**src/rtl/sdif_pkg.sv**
```systemverilog
package sdif_pkg;

   localparam int unsigned WORD_W       = 32;
   localparam int unsigned HALF_W       = 16;
   localparam int unsigned KEPT_W       = 21;
   localparam int unsigned HDR_W        = 3;
   localparam int unsigned MAX_WORDS    = 1048576;
   localparam int unsigned HEADER_WORDS = 5;

   // kept count saturates at MAX_WORDS, or at the full counter range if that is smaller
   localparam longint unsigned KEPT_MASK = (64'd1 << KEPT_W) - 64'd1;
   localparam logic [KEPT_W-1:0] KEPT_CAP =
      (longint'(MAX_WORDS) > KEPT_MASK) ? KEPT_W'(KEPT_MASK) : KEPT_W'(MAX_WORDS);

   localparam logic [HDR_W-1:0] HDR_RESET = HDR_W'(HEADER_WORDS);

   // debug opcodes to strip
   localparam logic [HALF_W-1:0] OP_SOURCE_CONTINUED = 16'd2;
   localparam logic [HALF_W-1:0] OP_SOURCE           = 16'd3;
   localparam logic [HALF_W-1:0] OP_SOURCE_EXTENSION = 16'd4;
   localparam logic [HALF_W-1:0] OP_LINE             = 16'd8;
   localparam logic [HALF_W-1:0] OP_NO_LINE          = 16'd317;

   function automatic logic is_debug_op(input logic [HALF_W-1:0] op);
      return (op == OP_SOURCE_CONTINUED) || (op == OP_SOURCE) ||
             (op == OP_SOURCE_EXTENSION) || (op == OP_LINE) || (op == OP_NO_LINE);
   endfunction

endpackage

```
**src/rtl/sdif_channels.sv**
```systemverilog
interface sdif_req_if import sdif_pkg::*; ();
   logic              valid;
   logic              ready;
   logic [WORD_W-1:0] word;
   logic              end_of_module;

   modport source (output valid, word, end_of_module, input ready);
   modport sink   (input valid, word, end_of_module, output ready);
endinterface

interface sdif_rsp_if import sdif_pkg::*; ();
   logic              valid;
   logic              ready;
   logic [WORD_W-1:0] out_word;
   logic              word_valid;
   logic              is_last;
   logic              status;
   logic [KEPT_W-1:0] kept_total;

   modport source (output valid, out_word, word_valid, is_last, status, kept_total,
                   input ready);
   modport sink   (input valid, out_word, word_valid, is_last, status, kept_total,
                   output ready);
endinterface

```
**src/rtl/spirv_debug_instruction_filter_core.sv**
```systemverilog
// Strips debug instructions (SourceContinued, Source, SourceExtension, Line, NoLine)
// from a SPIR-V word stream, one word per transaction. The five header words pass
// untouched; each following instruction is kept or dropped whole. A transaction
// comes out only for a kept word or for the word flagged end_of_module; that closing
// transaction carries is_last, the status and the kept total. A zero word count or an
// instruction cut short by the end of the module sets status to malformed, after which
// no further words are sent and the kept total reads 0. Throughput is one word per cycle
// while the consumer holds ready high; an accepted word goes into the input register, then
// the filter state update writes the result register. All state returns to reset after
// the closing word, ready for the next module.
module spirv_debug_instruction_filter_core import sdif_pkg::*; (
   input  logic       clock,
   input  logic       reset,
   sdif_req_if.sink   req_chan,
   sdif_rsp_if.source rsp_chan
);

   // input stage
   logic              in_valid_ff, in_valid_in;
   logic [WORD_W-1:0] in_word_ff;
   logic              in_last_ff;

   // filter state
   logic [HDR_W-1:0]  hdr_left_ff, hdr_left_in;
   logic [HALF_W-1:0] words_left_ff, words_left_in;
   logic              dropping_ff, dropping_in;
   logic              error_ff, error_in;
   logic [KEPT_W-1:0] kept_ff, kept_in;

   // result register
   logic              rsp_valid_ff, rsp_valid_in;
   logic [WORD_W-1:0] rsp_word_ff, rsp_word_in;
   logic              rsp_wvalid_ff, rsp_wvalid_in;
   logic              rsp_last_ff, rsp_last_in;
   logic              rsp_status_ff, rsp_status_in;
   logic [KEPT_W-1:0] rsp_total_ff, rsp_total_in;

   logic              out_free, advance, take_in, keep, emit;
   logic [HALF_W-1:0] cnt;

   assign out_free       = !rsp_valid_ff || rsp_chan.ready;
   assign advance        = in_valid_ff && out_free;
   assign req_chan.ready = !in_valid_ff || out_free;
   assign take_in        = req_chan.valid && req_chan.ready;
   assign cnt            = in_word_ff[WORD_W-1:HALF_W];

   always_comb begin
      in_valid_in   = take_in ? 1'b1 : (advance ? 1'b0 : in_valid_ff);
      hdr_left_in   = hdr_left_ff;
      words_left_in = words_left_ff;
      dropping_in   = dropping_ff;
      error_in      = error_ff;
      kept_in       = kept_ff;
      keep          = 1'b0;
      emit          = 1'b0;
      rsp_valid_in  = (rsp_valid_ff && !rsp_chan.ready);
      rsp_word_in   = rsp_word_ff;
      rsp_wvalid_in = rsp_wvalid_ff;
      rsp_last_in   = rsp_last_ff;
      rsp_status_in = rsp_status_ff;
      rsp_total_in  = rsp_total_ff;

      if (advance) begin
         if (!error_ff) begin
            if (hdr_left_ff != '0) begin
               hdr_left_in = hdr_left_ff - HDR_W'(1);
               keep        = 1'b1;
            end else if (words_left_ff == '0) begin
               if (cnt == '0) begin
                  error_in = 1'b1;
               end else begin
                  dropping_in   = is_debug_op(in_word_ff[HALF_W-1:0]);
                  words_left_in = cnt - HALF_W'(1);
                  keep          = !dropping_in;
               end
            end else begin
               words_left_in = words_left_ff - HALF_W'(1);
               keep          = !dropping_ff;
            end
            // module ends mid-instruction
            if (!error_in && in_last_ff && hdr_left_in == '0 && words_left_in != '0) begin
               error_in = 1'b1;
            end
            if (error_in) begin
               keep = 1'b0;
            end
         end

         if (keep && kept_ff < KEPT_CAP) begin
            kept_in = kept_ff + KEPT_W'(1);
         end

         emit = keep || in_last_ff;
         if (emit) begin
            rsp_valid_in  = 1'b1;
            rsp_word_in   = keep ? in_word_ff : '0;
            rsp_wvalid_in = keep;
            rsp_last_in   = in_last_ff;
            rsp_status_in = error_in;
            rsp_total_in  = (in_last_ff && !error_in) ? kept_in : '0;
         end

         if (in_last_ff) begin
            hdr_left_in   = HDR_RESET;
            words_left_in = '0;
            dropping_in   = 1'b0;
            error_in      = 1'b0;
            kept_in       = '0;
         end
      end
   end

   always_ff @(posedge clock) begin
      if (reset) begin
         in_valid_ff   <= 1'b0;
         hdr_left_ff   <= HDR_RESET;
         words_left_ff <= '0;
         dropping_ff   <= 1'b0;
         error_ff      <= 1'b0;
         kept_ff       <= '0;
         rsp_valid_ff  <= 1'b0;
      end else begin
         in_valid_ff   <= in_valid_in;
         hdr_left_ff   <= hdr_left_in;
         words_left_ff <= words_left_in;
         dropping_ff   <= dropping_in;
         error_ff      <= error_in;
         kept_ff       <= kept_in;
         rsp_valid_ff  <= rsp_valid_in;
      end
   end

   always_ff @(posedge clock) begin
      if (take_in) begin
         in_word_ff <= req_chan.word;
         in_last_ff <= req_chan.end_of_module;
      end
      rsp_word_ff   <= rsp_word_in;
      rsp_wvalid_ff <= rsp_wvalid_in;
      rsp_last_ff   <= rsp_last_in;
      rsp_status_ff <= rsp_status_in;
      rsp_total_ff  <= rsp_total_in;
   end

   assign rsp_chan.valid      = rsp_valid_ff;
   assign rsp_chan.out_word   = rsp_word_ff;
   assign rsp_chan.word_valid = rsp_wvalid_ff;
   assign rsp_chan.is_last    = rsp_last_ff;
   assign rsp_chan.status     = rsp_status_ff;
   assign rsp_chan.kept_total = rsp_total_ff;

endmodule
```
**src/flat_wrapper.sv**
```systemverilog
// flat-port wrapper written by rule: the top's interface ports become plain ports
module spirv_debug_instruction_filter_core_flat import sdif_pkg::*;
  (clock, reset, req_chan_valid, req_chan_word, req_chan_end_of_module, req_chan_ready, rsp_chan_valid, rsp_chan_out_word, rsp_chan_word_valid, rsp_chan_is_last, rsp_chan_status, rsp_chan_kept_total, rsp_chan_ready);
  sdif_req_if req_chan_i ();
  sdif_rsp_if rsp_chan_i ();
  input  logic clock;
  input  logic reset;
  input wire logic [$bits(req_chan_i.valid)-1:0] req_chan_valid;
  input wire logic [$bits(req_chan_i.word)-1:0] req_chan_word;
  input wire logic [$bits(req_chan_i.end_of_module)-1:0] req_chan_end_of_module;
  output wire logic [$bits(req_chan_i.ready)-1:0] req_chan_ready;
  output wire logic [$bits(rsp_chan_i.valid)-1:0] rsp_chan_valid;
  output wire logic [$bits(rsp_chan_i.out_word)-1:0] rsp_chan_out_word;
  output wire logic [$bits(rsp_chan_i.word_valid)-1:0] rsp_chan_word_valid;
  output wire logic [$bits(rsp_chan_i.is_last)-1:0] rsp_chan_is_last;
  output wire logic [$bits(rsp_chan_i.status)-1:0] rsp_chan_status;
  output wire logic [$bits(rsp_chan_i.kept_total)-1:0] rsp_chan_kept_total;
  input wire logic [$bits(rsp_chan_i.ready)-1:0] rsp_chan_ready;
  assign req_chan_i.valid = req_chan_valid;
  assign req_chan_i.word = req_chan_word;
  assign req_chan_i.end_of_module = req_chan_end_of_module;
  assign req_chan_ready = req_chan_i.ready;
  assign rsp_chan_valid = rsp_chan_i.valid;
  assign rsp_chan_out_word = rsp_chan_i.out_word;
  assign rsp_chan_word_valid = rsp_chan_i.word_valid;
  assign rsp_chan_is_last = rsp_chan_i.is_last;
  assign rsp_chan_status = rsp_chan_i.status;
  assign rsp_chan_kept_total = rsp_chan_i.kept_total;
  assign rsp_chan_i.ready = rsp_chan_ready;
  spirv_debug_instruction_filter_core u_core (.clock(clock), .reset(reset), .req_chan(req_chan_i), .rsp_chan(rsp_chan_i));
endmodule
```
**config.mk**
```make
export PLATFORM = sky130hd
export DESIGN_NAME = spirv_debug_instruction_filter_core_flat
export DESIGN_NICKNAME = d
export VERILOG_FILES = /design/src/rtl/sdif_pkg.sv /design/src/rtl/sdif_channels.sv /design/src/rtl/spirv_debug_instruction_filter_core.sv /design/src/flat_wrapper.sv
export SDC_FILE = /design/constraint.sdc
export NUM_CORES = 1
export LEC_CHECK = 0
export ABC_AREA = 0
export BUFFER_PORTS_ARGS = -buffer_cell sky130_fd_sc_hd__buf_2
export CELL_PAD_IN_SITES_DETAIL_PLACEMENT = 2
export CELL_PAD_IN_SITES_GLOBAL_PLACEMENT = 2
export CORE_MARGIN = 2
export CORE_UTILIZATION = 39
export DETAILED_ROUTE_END_ITERATION = 12
export HOLD_SLACK_MARGIN = 0.03
export PLACE_DENSITY = 0.95
export SYNTH_ARGS = -nofsm -noshare
export SYNTH_HDL_FRONTEND = slang
export SYNTH_SLANG_ARGS = --single-unit
```
**constraint.sdc**
```tcl
create_clock -name clock -period 13.2 [get_ports clock]
set_input_delay 2.64 -clock clock [delete_from_list [all_inputs] [get_ports clock]]
set_output_delay 2.64 -clock clock [all_outputs]
set_load 0.005 [all_outputs]
```
==> key figures <==
Place
  – Pre-CTS setup slack: 7.49 ns
  – Buffers added on ports: between 90 and 100
  – DPL Wire Length: 18100 microns
  – RePlAce Congestion: 0.870

Yosys
  – Syn avg cell area: 10.0 sq um
  – Synth area leaders: edfxtp_1, dfxtp_1, and3_1
  – Post-Syn Nets: 714
  – Post-synthesis instance area: 6730 sq um
  – Top-count cell post-synth: edfxtp_1
  – Mux contribution to synthesized area: 1.79%
  – Synth area leader: edfxtp_1
  – Area fraction of the dominant cell type after synthesis: 39.7%
  – Largest family of logic cells by synthesized area: simple AND/OR/NAND/NOR gates
  – Syn Inst Count: 671
  – Post-synthesis sequential area ratio: 52.8%
  – Synth Flop Type: edfxtp_1
  – Commonest cells in the netlist: edfxtp_1, nor2_1, a21oi_1, dfxtp_1, nand2_1
  – Number of synthesized flops with an enable pin: 89
  – Synth Area in Compound Gates: 14.3%
  – Flops & latches, synth: roughly 130
  – Distinct cell type count after synthesis: 59
  – Syn. warnings: 0
  – Synth Area in Simple Gates: 24.8%
  – Synth async-reset ratio: 0%
  – Adder-cell share of the synthesized area: 1.12%
  – XOR/XNOR share of the synthesized area: approximately 1.7%

Detailed routing
  – DRT iter0 DRCs: 496
  – Via count: between 6000 and 7000
  – Residual DRC count: 0
  – DR WL/cell: around 27 microns
  – Antenna Nets Post-Route: 0
  – DRT Wirelength: around 27000 microns
  – Vias per cell: 6.37
  – Drt pass-1 iters: 5

Worst setup path
  – WP data arrival: 3.07 ns
  – CP endpoint kind: output port
  – Slowest CP cell: nand3b_1
  – Critical Path Max Stage Delay: ~0.17 ns
  – CP max FO: 3
  – Worst Path Required: between 10 and 15 ns
  – Crit start category: input pin
  – Crit path cell chain: buf_2 > nand3b_1 > buf_2
  – Worst Setup Path Type: in2out
  – Most frequent CP cell: buf_2

Die
  – Row cnt: 48
  – Die ar.: about 18000 sq um
  – Chip Width: 135 microns
  – Core area: between 15000 and 20000 sq um
  – Starting Density: about two fifths
  – I/O pin count: 95
  – Die Y: 135 microns

Job
  – Max-Cap Viols: 0

Global route
  – Gr ovfl total: 0
  – Layer with the highest usage: met2
  – Met2 Use GR: 55.3%
  – Vias in the first global route: 6729
  – Initial antenna violation count: 0
  – GRT Overall Usage: 29.9%
  – GR Util met3: 5.76%
  – First-pass GRT wire length: 40500 microns
  – Met1 GRT Util: approximately a third
  – Largest net degree at the start of global routing: slightly above 50

Finish
  – Inserted Diodes: 0
  – Fillers: roughly 1800
  – Area delta synth->final: 16.9%
  – Layout cells sized above 1: approximately a fifth
  – Final nets: 786

Clock network
  – CTS tree: built
  – Clock-pin slew on the worst setup and hold paths: around 0.050 ns
  – PostCTS Resize Cnt: 0
  – Worst-Skew Late Latency: between 0.4 and 0.5 ns
  – Max clock buf depth: 2
  – Hold-fix buffers, CTS: 0
  – Setup Fix Bufs, Post-CTS: 0
  – Num Clock Sinks: 133
  – CTS HTree Levels: 4
  – TritonCTS Buffers: 17
  – Root Driver: clkbuf_16

Timing
  – Slew Limit Fails: 0
  – Final setup vio count: 0
  – Slew @ Worst Pin: 1.14 ns
  – Final min period: 5.71 ns
  – Tcrit/Tclk final: 43.2%
  – Hold Vio Cnt, Final: 0
  – Final WS setup: 7.49 ns
  – RSZ-0062 raised after global routing: false
  – Total negative slack: 0 ns
  – Fmax: 175 MHz
  – Clock skew: 0.0106 ns
  – Slew headroom: between 20% and 30%

Status
  – Status: completed

Pwr
  – Peak VDD IR: 0.0963 mV
  – Power Dens Cells: roughly 120 nW/um^2
  – Leak pwr: roughly 0.0029 uW

Worst hold path
  – HP Class: reg2reg
==> layer usage <==
metal  share of wire [%]  up-vias  wire length (microns)
li1                    -     2714                      -
met1                  38     3171                   9980
met2                  53      254                  14100
met3                 4.0      101                   1050
met4                 5.4        0                   1420
met5                   0        -                      0
==> registers in the layout, indices dropped and copies added (netlist names) <==
| name | count |
|---|---|
| u_core.rsp_chan.is_last | 1 |
| u_core.rsp_chan.status | 1 |
| u_core.in_valid_ff | 1 |
| u_core.rsp_chan.kept_total | 21 |
| u_core.in_word_ff | 32 |
| u_core.in_last_ff | 1 |
| u_core.rsp_chan.valid | 1 |
| u_core.rsp_chan.out_word | 32 |
| u_core.error_ff | 1 |
| u_core.hdr_left_ff | 3 |
| u_core.words_left_ff | 16 |
| u_core.kept_ff | 21 |
| u_core.rsp_chan.word_valid | 1 |
| u_core.dropping_ff | 1 |
==> final timing paths <==
path / cells after the start / endpoint / startpoint / slack [ns]
min: 2 / u_core.hdr_left_ff[1] / u_core.hdr_left_ff[1] / 0.52
max reg2reg: 9 / u_core.rsp_chan.kept_total[17] / u_core.in_word_ff[18] / 7.78
max: 3 / req_chan_ready / rsp_chan_ready / 7.49
min reg2reg: 2 / u_core.hdr_left_ff[1] / u_core.hdr_left_ff[1] / 0.52
==> metrics by stage <==
stage / cell area (sq um) / utilization, % / instances / hold WS, ns / total power (uW)
floorplan: 6730 / - / 671 / 0.424 / 506
global placement: 7370 / 43.2 / 949 / 0.437 / 531
detailed placement: 7370 / 43.2 / 949 / 0.504 / 539
CTS: 7870 / 46.1 / 980 / 0.513 / 954
global route: 7870 / 46.1 / 980 / 0.539 / 974
finish: 7870 / 46.1 / 980 / 0.517 / 950
==> layout by cell type, fill, tap and decap left out, types with 8 or more instances in the layout <==
cell / n
a21oi_1: 44
a22oi_1: 13
a31oi_1: 11
and3_1: 39
and4_1: 8
buf_2: 94
buf_4: 8
clkbuf_16: 17
dfxtp_1: 44
edfxtp_1: 89
inv_1: 11
mux2i_1: 12
nand2_1: 43
nand3_1: 21
nand3b_1: 9
nand4_1: 27
nor2_1: 55
nor3_1: 19
nor4_1: 15
o211ai_1: 10
o21ai_0: 35
or3_1: 13
==> layout make-up <==
class / instances / area, sq um / share of cell area (%)
inverters: 11 / 41.3 / 0.525
multi-input cells: 478 / 2960 / 37.6
repair buffers: 102 / 531 / 6.75
clock buffers: 19 / 433 / 5.50
clock inverters: 12 / 66.3 / 0.843
flip-flops and latches: 133 / 3550 / 45.2
well taps: 225 / 282 / 3.58
==> critical path: cells and delay by family <==
family | cells | cell delay (ns)
buf+inv | 2 | 0.25
simple gates | 1 | 0.17
==> power breakdown <==
part	internal (uW)	switching, uW	leakage, uW
combinational	19.7	36.9	0.00143
clock	234	185	0.000237
sequential	462	13.4	0.00119
total	715	235	0.00286
==> cells by family after synthesis <==
family | after synthesis
fa+ha+maj | 6
xor+xnor | 13
simple gates | 294
buf+inv | 60
compound gates | 153
flops | 133
mux | 12
Note: power is estimated with default switching activity, not from simulation.
